`src/hw/rtl/ansi_escape_parser_with_sgr_top_macros.svh`:
```
// Assertion macros shared by the RTL files.
`ifndef ANSI_ESCAPE_PARSER_WITH_SGR_TOP_MACROS_SVH
`define ANSI_ESCAPE_PARSER_WITH_SGR_TOP_MACROS_SVH
`define AEP_ASSERT_IMPL(label, clk, rst_n, ante, cons) \
	label: assert property (@(posedge clk) disable iff (!rst_n) (ante) |-> (cons)) \
		else $error("assertion failed");
`define AEP_ASSERT_NEXT(label, clk, rst_n, ante, cons) \
	label: assert property (@(posedge clk) disable iff (!rst_n) (ante) |=> (cons)) \
		else $error("assertion failed");
`endif

```
`src/hw/rtl/aep_pkg.sv`:
```
`default_nettype none
package aep_pkg;
	localparam int MaxParams = 16;
	localparam int MaxSeqLen = 64;
	localparam int SlotW = $clog2(MaxParams + 1);
	localparam int IdxW = $clog2(MaxParams);
	localparam int LenW = $clog2(MaxSeqLen + 2);

	localparam logic [2:0] EV_PRINT = 3'd0;
	localparam logic [2:0] EV_CONTROL = 3'd1;
	localparam logic [2:0] EV_CSI = 3'd2;
	localparam logic [2:0] EV_RESET = 3'd3;
	localparam logic [2:0] EV_SAVE = 3'd4;
	localparam logic [2:0] EV_RESTORE = 3'd5;

	localparam logic [19:0] BoldBit = 20'h40000;
	localparam logic [19:0] InvBit = 20'h80000;
	localparam logic [8:0] DefColor = 9'd256;

	typedef enum logic [1:0] {
		DP_NONE,
		DP_BYTE,
		DP_START,
		DP_CLOSE
	} dp_op_t;

	typedef struct packed {
		dp_op_t op;
		logic   prefix_ok;
		logic   sgr_start;
		logic   sgr_step;
		logic   load_default;
		logic   emit;
		logic [2:0] kind;
	} dp_cmd_t;

	typedef struct packed {
		logic overlong;
		logic sgr_done;
		logic out_busy;
	} dp_stat_t;

	function automatic logic [2:0] cube_level(input logic [15:0] v);
		logic [7:0] s;
		begin
			s = (v > 16'd255) ? 8'd255 : v[7:0];
			if (s < 8'd48) cube_level = 3'd0;
			else if (s < 8'd115) cube_level = 3'd1;
			else if (s < 8'd155) cube_level = 3'd2;
			else if (s < 8'd195) cube_level = 3'd3;
			else if (s < 8'd235) cube_level = 3'd4;
			else cube_level = 3'd5;
		end
	endfunction
endpackage
`default_nettype wire

```
`src/hw/rtl/aep_ctrl.sv`:
```
`default_nettype none
module aep_ctrl
	import aep_pkg::*;
(
	input  wire logic       clk,
	input  wire logic       arst_n,
	input  wire logic       in_valid,
	input  wire logic [7:0] byte_value,
	input  dp_stat_t        stat,
	output logic            in_stall,
	output dp_cmd_t         cmd,
	output logic            cfg_ready
);
	typedef enum logic [1:0] {
		GROUND,
		ESCAPE,
		CSI,
		SGR
	} state_t;

	state_t state_q;
	logic   prefix_q;
	logic   take;
	logic   is_final;
	logic   is_prefix;

	assign in_stall = (state_q == SGR) || stat.out_busy;
	assign take = in_valid && !in_stall;
	assign cfg_ready = (state_q == GROUND) && !stat.out_busy;
	assign is_final = (byte_value >= 8'h40) && (byte_value <= 8'h7E);
	assign is_prefix = (byte_value == 8'h3F) || (byte_value == 8'h3E) ||
		(byte_value == 8'h21);

	always_comb begin
		cmd = '0;
		cmd.op = DP_NONE;
		if (state_q == SGR) begin
			cmd.sgr_step = 1'b1;
		end else if (take) begin
			unique case (state_q)
				GROUND: begin
					if (byte_value != 8'h1B) begin
						cmd.emit = 1'b1;
						cmd.kind = (byte_value < 8'h20 || byte_value == 8'h7F) ?
							EV_CONTROL : EV_PRINT;
					end
				end
				ESCAPE: begin
					if (byte_value == 8'h5B) cmd.op = DP_START;
					else if (byte_value == 8'h63) begin
						cmd.load_default = 1'b1;
						cmd.emit = 1'b1;
						cmd.kind = EV_RESET;
					end else if (byte_value == 8'h37) begin
						cmd.emit = 1'b1;
						cmd.kind = EV_SAVE;
					end else if (byte_value == 8'h38) begin
						cmd.emit = 1'b1;
						cmd.kind = EV_RESTORE;
					end
				end
				CSI: begin
					if (is_final) begin
						cmd.op = DP_CLOSE;
						if (byte_value == 8'h6D) cmd.sgr_start = 1'b1;
						else begin
							cmd.emit = 1'b1;
							cmd.kind = EV_CSI;
						end
					end else begin
						cmd.op = DP_BYTE;
						cmd.prefix_ok = prefix_q && is_prefix;
					end
				end
				default: ;
			endcase
		end
	end

	always_ff @(posedge clk or negedge arst_n) begin
		if (!arst_n) begin
			state_q <= GROUND;
			prefix_q <= 1'b1;
		end else if (state_q == SGR) begin
			if (stat.sgr_done) state_q <= GROUND;
		end else if (take) begin
			unique case (state_q)
				GROUND: if (byte_value == 8'h1B) state_q <= ESCAPE;
				ESCAPE: begin
					state_q <= (byte_value == 8'h5B) ? CSI : GROUND;
					prefix_q <= 1'b1;
				end
				CSI: begin
					if (is_final) state_q <= (byte_value == 8'h6D) ? SGR : GROUND;
					else if (stat.overlong) begin
						state_q <= GROUND;
					end else if (!(prefix_q && is_prefix)) prefix_q <= 1'b0;
				end
				default: state_q <= GROUND;
			endcase
		end
	end

	`include "ansi_escape_parser_with_sgr_top_macros.svh"
	`AEP_ASSERT_IMPL(a_no_take_in_sgr, clk, arst_n, state_q == SGR, in_stall)
	`AEP_ASSERT_NEXT(a_sgr_enter, clk, arst_n, cmd.sgr_start, state_q == SGR)
	`AEP_ASSERT_IMPL(a_cfg_idle, clk, arst_n, cfg_ready, state_q == GROUND)
endmodule
`default_nettype wire

```
`src/hw/rtl/aep_datapath.sv`:
```
`default_nettype none
module aep_datapath
	import aep_pkg::*;
(
	input  wire logic        clk,
	input  wire logic        arst_n,
	input  wire logic [7:0]  byte_value,
	input  dp_cmd_t          cmd,
	output dp_stat_t         stat,
	input  wire logic        cfg_valid,
	input  wire logic        cfg_ready,
	input  wire logic [19:0] cfg_data,
	output logic             out_valid,
	input  wire logic        out_stall,
	output logic [2:0]       event_kind,
	output logic [7:0]       char_code,
	output logic [19:0]      style_word,
	output logic [15:0]      first_param,
	output logic [15:0]      second_param,
	output logic [4:0]       param_count
);
	logic [15:0]      store_q [MaxParams];
	logic [SlotW-1:0] slot_q;
	logic [15:0]      acc_q;
	logic             inval_q;
	logic [LenW-1:0]  len_q;
	logic [19:0]      dflt_q;
	logic [19:0]      style_q;
	logic [SlotW-1:0] idx_q;
	logic [SlotW-1:0] n_q;
	logic [15:0]      p0;
	logic [15:0]      p1;
	logic [15:0]      p2;
	logic [15:0]      p3;
	logic [15:0]      p4;
	logic [19:0]      nstyle;
	logic [SlotW-1:0] adv;
	logic [8:0]       col;
	logic [15:0]      closed;
	logic [SlotW-1:0] nslot;
	logic [19:0]      acc10;
	logic             digit;

	function automatic logic [15:0] rd(input logic [SlotW-1:0] i);
		logic [SlotW:0] j;
		begin
			j = {1'b0, i};
			rd = (j < (SlotW+1)'(MaxParams)) ? store_q[i[IdxW-1:0]] : 16'd0;
		end
	endfunction

	assign p0 = rd(idx_q);
	assign p1 = rd(idx_q + SlotW'(1));
	assign p2 = rd(idx_q + SlotW'(2));
	assign p3 = rd(idx_q + SlotW'(3));
	assign p4 = rd(idx_q + SlotW'(4));
	assign col = 9'd16 + 9'd36 * {6'd0, cube_level(p2)} + 9'd6 * {6'd0, cube_level(p3)}
		+ {6'd0, cube_level(p4)};

	always_comb begin
		nstyle = style_q;
		adv = SlotW'(1);
		if (p0 == 16'd0) nstyle = dflt_q;
		else if (p0 == 16'd1) nstyle = style_q | BoldBit;
		else if (p0 == 16'd22) nstyle = style_q & ~BoldBit;
		else if (p0 == 16'd7) nstyle = style_q | InvBit;
		else if (p0 == 16'd27) nstyle = style_q & ~InvBit;
		else if (p0 >= 16'd30 && p0 <= 16'd37) nstyle[8:0] = 9'(p0 - 16'd30);
		else if (p0 == 16'd39) nstyle[8:0] = DefColor;
		else if (p0 >= 16'd40 && p0 <= 16'd47) nstyle[17:9] = 9'(p0 - 16'd40);
		else if (p0 == 16'd49) nstyle[17:9] = DefColor;
		else if (p0 >= 16'd90 && p0 <= 16'd97) nstyle[8:0] = 9'(p0 - 16'd82);
		else if (p0 >= 16'd100 && p0 <= 16'd107) nstyle[17:9] = 9'(p0 - 16'd92);
		else if ((p0 == 16'd38 || p0 == 16'd48) &&
			({1'b0, idx_q} + (SlotW+1)'(2) < {1'b0, n_q}) && p1 == 16'd5) begin
			if (p0 == 16'd48) nstyle[17:9] = (p2 > 16'd255) ? 9'd255 : 9'(p2);
			else nstyle[8:0] = (p2 > 16'd255) ? 9'd255 : 9'(p2);
			adv = SlotW'(3);
		end else if ((p0 == 16'd38 || p0 == 16'd48) &&
			({1'b0, idx_q} + (SlotW+1)'(4) < {1'b0, n_q}) && p1 == 16'd2) begin
			if (p0 == 16'd48) nstyle[17:9] = col;
			else nstyle[8:0] = col;
			adv = SlotW'(5);
		end
	end

	assign closed = inval_q ? 16'd0 : acc_q;
	assign nslot = ({1'b0, slot_q} < (SlotW+1)'(MaxParams)) ? slot_q + SlotW'(1) : slot_q;
	assign digit = byte_value >= 8'h30 && byte_value <= 8'h39;
	assign acc10 = {4'd0, acc_q} * 20'd10 + {16'd0, byte_value[3:0]};
	assign stat.overlong = ({1'b0, len_q} + (LenW+1)'(1)) > (LenW+1)'(MaxSeqLen);
	assign stat.sgr_done = {1'b0, idx_q} + {1'b0, adv} >= {1'b0, n_q};
	assign stat.out_busy = out_valid && out_stall;

	always_ff @(posedge clk) begin
		if (cmd.op == DP_CLOSE && {1'b0, slot_q} < (SlotW+1)'(MaxParams))
			store_q[slot_q[IdxW-1:0]] <= closed;
		else if (cmd.op == DP_BYTE && !stat.overlong && !cmd.prefix_ok &&
			byte_value == 8'h3B && {1'b0, slot_q} < (SlotW+1)'(MaxParams))
			store_q[slot_q[IdxW-1:0]] <= closed;
	end

	always_ff @(posedge clk or negedge arst_n) begin
		if (!arst_n) begin
			slot_q <= '0;
			acc_q <= '0;
			inval_q <= 1'b0;
			len_q <= '0;
			dflt_q <= 20'h20100;
			style_q <= 20'h20100;
			idx_q <= '0;
			n_q <= '0;
			out_valid <= 1'b0;
			event_kind <= EV_PRINT;
			char_code <= '0;
			style_word <= '0;
			first_param <= '0;
			second_param <= '0;
			param_count <= 5'd1;
		end else begin
			if (cfg_valid && cfg_ready) dflt_q <= cfg_data;
			if (out_valid && !out_stall) out_valid <= 1'b0;
			if (cmd.load_default) style_q <= dflt_q;
			unique case (cmd.op)
				DP_START: begin
					slot_q <= '0;
					acc_q <= '0;
					inval_q <= 1'b0;
					len_q <= '0;
				end
				DP_CLOSE: begin
					slot_q <= nslot;
					acc_q <= '0;
					inval_q <= 1'b0;
					n_q <= nslot;
					idx_q <= '0;
				end
				DP_BYTE: begin
					len_q <= len_q + LenW'(1);
					if (stat.overlong) begin
						slot_q <= '0;
						acc_q <= '0;
						inval_q <= 1'b0;
						len_q <= '0;
					end else if (!cmd.prefix_ok) begin
						if (byte_value == 8'h3B) begin
							slot_q <= nslot;
							acc_q <= '0;
							inval_q <= 1'b0;
						end else if (digit) acc_q <= (acc10 > 20'd65535) ? 16'hFFFF : acc10[15:0];
						else inval_q <= 1'b1;
					end
				end
				default: ;
			endcase
			if (cmd.sgr_step) begin
				style_q <= nstyle;
				idx_q <= idx_q + adv;
			end
			if (cmd.emit) begin
				out_valid <= 1'b1;
				event_kind <= cmd.kind;
				char_code <= byte_value;
				style_word <= cmd.load_default ? dflt_q : style_q;
				param_count <= 5'd1;
				first_param <= '0;
				second_param <= '0;
				if (cmd.kind == EV_CSI) begin
					param_count <= 5'(nslot);
					first_param <= (slot_q == '0) ? closed : store_q[0];
					second_param <= (slot_q == SlotW'(1)) ? closed :
						((slot_q == '0) ? 16'd0 : store_q[1]);
				end
			end
		end
	end

	`include "ansi_escape_parser_with_sgr_top_macros.svh"
	`AEP_ASSERT_IMPL(a_emit_free, clk, arst_n, cmd.emit, !stat.out_busy)
	`AEP_ASSERT_IMPL(a_slot_range, clk, arst_n, 1'b1, {1'b0, slot_q} <= (SlotW+1)'(MaxParams))
	`AEP_ASSERT_NEXT(a_emit_valid, clk, arst_n, cmd.emit, out_valid)
endmodule
`default_nettype wire

```
`src/hw/rtl/ansi_escape_parser_with_sgr_top.sv`:
```
`default_nettype none
// Parses a terminal byte stream and emits one event per printable byte, control byte, CSI command
// or ESC c, ESC 7, ESC 8; SGR sequences update the tracked style and emit nothing. After an SGR
// final the block walks the stored parameters, up to 16 of them, while input is stalled. A
// waiting unread result stalls input too.
module ansi_escape_parser_with_sgr_top
	import aep_pkg::*;
(
	input  wire logic        clk,
	input  wire logic        arst_n,
	input  wire logic        in_valid,
	output logic             in_stall,
	input  wire logic [7:0]  byte_value,
	input  wire logic        cfg_valid,
	output logic             cfg_ready,
	input  wire logic [19:0] default_style,
	output logic             out_valid,
	input  wire logic        out_stall,
	output logic [2:0]       event_kind,
	output logic [7:0]       char_code,
	output logic [19:0]      style_word,
	output logic [15:0]      first_param,
	output logic [15:0]      second_param,
	output logic [4:0]       param_count
);
	dp_cmd_t  cmd;
	dp_stat_t stat;

	aep_ctrl u_ctrl (
		.clk, .arst_n, .in_valid, .byte_value, .stat, .in_stall, .cmd, .cfg_ready
	);

	aep_datapath u_dp (
		.clk, .arst_n, .byte_value, .cmd, .stat, .cfg_valid, .cfg_ready,
		.cfg_data(default_style), .out_valid, .out_stall, .event_kind, .char_code,
		.style_word, .first_param, .second_param, .param_count
	);
endmodule
`default_nettype wire
```
`config.mk`:
```
export PLATFORM = sky130hd
export DESIGN_NAME = ansi_escape_parser_with_sgr_top
export DESIGN_NICKNAME = d
export VERILOG_FILES = /design/src/hw/rtl/aep_pkg.sv /design/src/hw/rtl/aep_ctrl.sv /design/src/hw/rtl/aep_datapath.sv /design/src/hw/rtl/ansi_escape_parser_with_sgr_top.sv
export VERILOG_INCLUDE_DIRS = /design/src /design/src/hw/rtl
export SDC_FILE = /design/constraint.sdc
export NUM_CORES = 1
export LEC_CHECK = 0
export BUFFER_PORTS_ARGS = -buffer_cell sky130_fd_sc_hd__buf_2
export CELL_PAD_IN_SITES_DETAIL_PLACEMENT = 1
export CELL_PAD_IN_SITES_GLOBAL_PLACEMENT = 1
export CORE_MARGIN = 4
export CORE_UTILIZATION = 40
export CTS_CLUSTER_SIZE = 12
export DETAILED_ROUTE_END_ITERATION = 8
export GPL_TIMING_DRIVEN = 0
export HOLD_SLACK_MARGIN = 0.1
export PLACE_DENSITY_LB_ADDON = 0.1
export SYNTH_ARGS = -nofsm -noshare
export SYNTH_HDL_FRONTEND = slang
export SYNTH_SLANG_ARGS = --single-unit
```
`constraint.sdc`:
```
create_clock -name clk -period 7.7 [get_ports clk]
set_input_delay 0.77 -clock clk [delete_from_list [all_inputs] [get_ports clk]]
set_output_delay 0.77 -clock clk [all_outputs]
set_load 0.05 [all_outputs]
```
==> flow_summary.ini <==
[setup_path]
reg2reg_slack_ps = 360
regToRegEndpoint = u_dp.style_q[6]
end_kind = flop
ff2ff_path_depth = 28
path_class = reg2reg
timing.rr.start = u_dp.idx_q[0]
crit_path_max_fanout = 19
cpMaxStageDelayCell = mux4_2
required_ps = 8240
start_kind = flop
cpPeakStageDelay_ps = 550
arrival_ps = 7880
path_common_cell = buf_6

[cts]
cts_tree = yes
cts_buffer_depth = 3
path_clk_slew_ps = 60
cts-htree-levels = 2
cts_root_buf = clkbuf_16
cts_sinks = 407
hold_buffers = 0
clk_latency_ps = 620
cts_buffers = 47

[die]
initial_core_util_pct = 40.4
rows = 90
dieArea_sq_um = 65000
die_y_microns = 255
ios = 104
die_w_microns = 255
core_area_sq_um = 60400

[pwr]
power.total_mw = 8.37
p_int_mw = 5.09
p_switching_mw = 3.28
swShare_pct = 39.1
power.density_nw_per_um2 = 298
p_comb_share_pct = 40.5
seqPwrFrac_pct = 31.1
clkPwrFrac_pct = 28.4
vdd_ir_drop_max_mv = 0.226
leakage_nw = 11.3

[route]
vias = 19200
finalWirelength_microns = 90500
via_per_inst = 6.29
detail_route.iter0.violations = 1806
post_drt_wl_per_cell_microns = 29.7
first_pass_iters = 6
drc_errors = 0
ant_nets = 0

[synth]
synth_nets = 2181
yosysWarningCount = 0
syn_inst = 2056
yosysTopAreaCell = edfxtp_1
syn_avg_cell_area_sq_um = 11.9
synth_edf_count = 256
synth_seq_cells = 407
synth_top_area_share_pct = 31.5
synthTopCellsByArea = edfxtp_1 32%, dfrtp_1 15%, mux4_2 12%
ys_types = 96
synthesis.area_sq_um = 24400
yosysSeqAreaShare_pct = 47.0
synth-main-ff-cell = edfxtp_1
async_reset_ff_share_pct = 37.1

[cells_and_area]
fillCellCount = 6388
nNetsFinal = 2353
synthToLayoutAreaGrowth_pct = 15.1
final_util_pct = 46.5
drive_above_1_share_pct = 22.0
design_area_sq_um = 28100
final_cell_mix = 256 x edfxtp_1, 206 x nand2_1, 143 x dfrtp_1
layout_commonest_cell = edfxtp_1

[sta]
slew_viol_final = 0
final_hold_viol_count = 0
period_share_pct = 95.3
final.setup_skew_ps = 49.0
rsz0062_at_grt = no
setup_violations = 0
worstMarginPinSlew_ps = 1390
fmax_ghz = 0.136
maxSlewHeadroom_pct = 7.33
layout_min_cycle_time_ps = 7340
fin_setup_tns_ps = 0

[placed_design]
post_dp_cell_area_sq_um = 26300
io_buffers = 102
dp_hpwl_microns = 69600
gp_congestion = 0.996

[global_route]
grt_pass1_wl_microns = 133000
grt_max_degree = 79
grt_overflow = 0
antenna_found_initial = 2
grt_usage_pct = 27.6
grt_pass1_vias = 20000

[run]
drv_cap = 0

[run_status]
status = finished clean

[min_path]
hold_class = in2async
[worst max-delay path: cells and delay by family, from the launching register on]
| kind | cells | cell delay [ps] |
|---|---|---|
| AND/OR/NAND/NOR | 2 | 510 |
| XOR/XNOR | 1 | 90 |
| flip-flops | 1 | 490 |
| buffers and inverters | 11 | 1700 |
| AO/OA/AOI/OAI | 7 | 1900 |
| multiplexers | 2 | 950 |
| adder cells (fa/ha/maj) | 5 | 1630 |
[timing repair]
item / 4_1_cts / 5_1_grt
hold endpoints to repair: 0 / 0
gates resized for setup: 22 / 12
setup buffers: 3 / 3
pin swaps: 0 / 1
setup endpoints to repair: 18 / 7
[final cells by class]
class / instances / area, sq um / area share, %
flip-flops and latches: 407 / 11500 / 40.9
clock buffers: 64 / 1280 / 4.56
plain buffers: 98 / 558 / 1.99
diodes: 1 / 2.50 / 0.00891
repair buffers: 130 / 880 / 3.13
well taps: 782 / 978 / 3.48
multi-input cells: 1480 / 12300 / 43.8
clock inverters: 21 / 362 / 1.29
inverters: 64 / 244 / 0.869
[worst max-delay path by stage]
stage                  start               to  slack (ps)  cells past startpoint
5_1_grt        u_dp.idx_q[0]  u_dp.style_q[7]          30                     27
3_5_place_dp   u_dp.idx_q[1]  u_dp.style_q[7]       -2840                     30
3_3_place_gp   u_dp.idx_q[1]  u_dp.style_q[7]       -2810                     30
6_report       u_dp.idx_q[0]  u_dp.style_q[6]         360                     28
4_1_cts        u_dp.idx_q[1]  u_dp.style_q[7]          70                     26
2_1_floorplan  u_dp.idx_q[1]  u_dp.style_q[6]         310                     28
[power by group through the flow]
stage | Combinational, mW | Sequential, mW | Clock (mW)
6_report | 3.39 | 2.60 | 2.38
2_1_floorplan | 1.96 | 2.84 | 0
3_3_place_gp | 3.23 | 2.64 | 0
5_1_grt | 3.63 | 2.62 | 2.53
4_1_cts | 3.35 | 2.61 | 2.43
3_5_place_dp | 3.28 | 2.65 | 0
[state kept, by name, summed over array words and instances, names as in the netlist]
name,count
u_dp.store_q,256
u_dp.dflt_q,20
u_dp.style_q,20
u_dp.style_word,20
u_dp.acc_q,16
u_dp.first_param,16
u_dp.second_param,16
u_dp.char_code,8
u_dp.len_q,7
u_dp.idx_q,5
u_dp.n_q,5
u_dp.param_count,5
u_dp.slot_q,5
u_dp.event_kind,3
u_ctrl.state_q,2
u_ctrl.prefix_q,1
u_dp.inval_q,1
u_dp.out_valid,1
[through the flow]
step	setup WS [ps]	instances	hold WS (ps)
global route	32.7	3047	243
global placement	-2810	2940	448
finish	360	3047	197
CTS	70.3	3046	214
floorplan	307	2056	457
detailed placement	-2840	2962	456
[Yosys cell counts (25+ instances only)]
cell type	n
edfxtp_1	256
nand2_1	206
dfrtp_1	145
mux4_2	125
nor2_1	106
a21oi_1	103
mux2i_1	88
o21ai_0	88
ha_1	86
nand3_1	68
inv_1	62
clkbuf_1	51
mux2_2	44
nor4_1	39
nor2b_1	35
xnor2_1	34
a22oi_1	33
nor3_1	31
buf_2	25
[metal layers]
layer / routed length [microns] / track usage (%) / part of all wire (%)
met5: 13 / 0 / 0.014
met4: 3800 / 10.2 / 4.2
met3: 8290 / 8.33 / 9.2
met2: 42700 / 45.2 / 47
met1: 35700 / 35.0 / 39
[cells by family (layout without fill, tap and decap cells)]
family	after synthesis	in the layout	synth area share [%]
simple gates	622	622	12.7
compound gates	446	446	12.5
flops	407	407	47.0
mux	263	263	17.6
buf+inv	169	377	3.24
fa+ha+maj	92	92	4.90
xor+xnor	57	57	2.08
other cells	0	1	0
(Power assumes the default switching activity.)
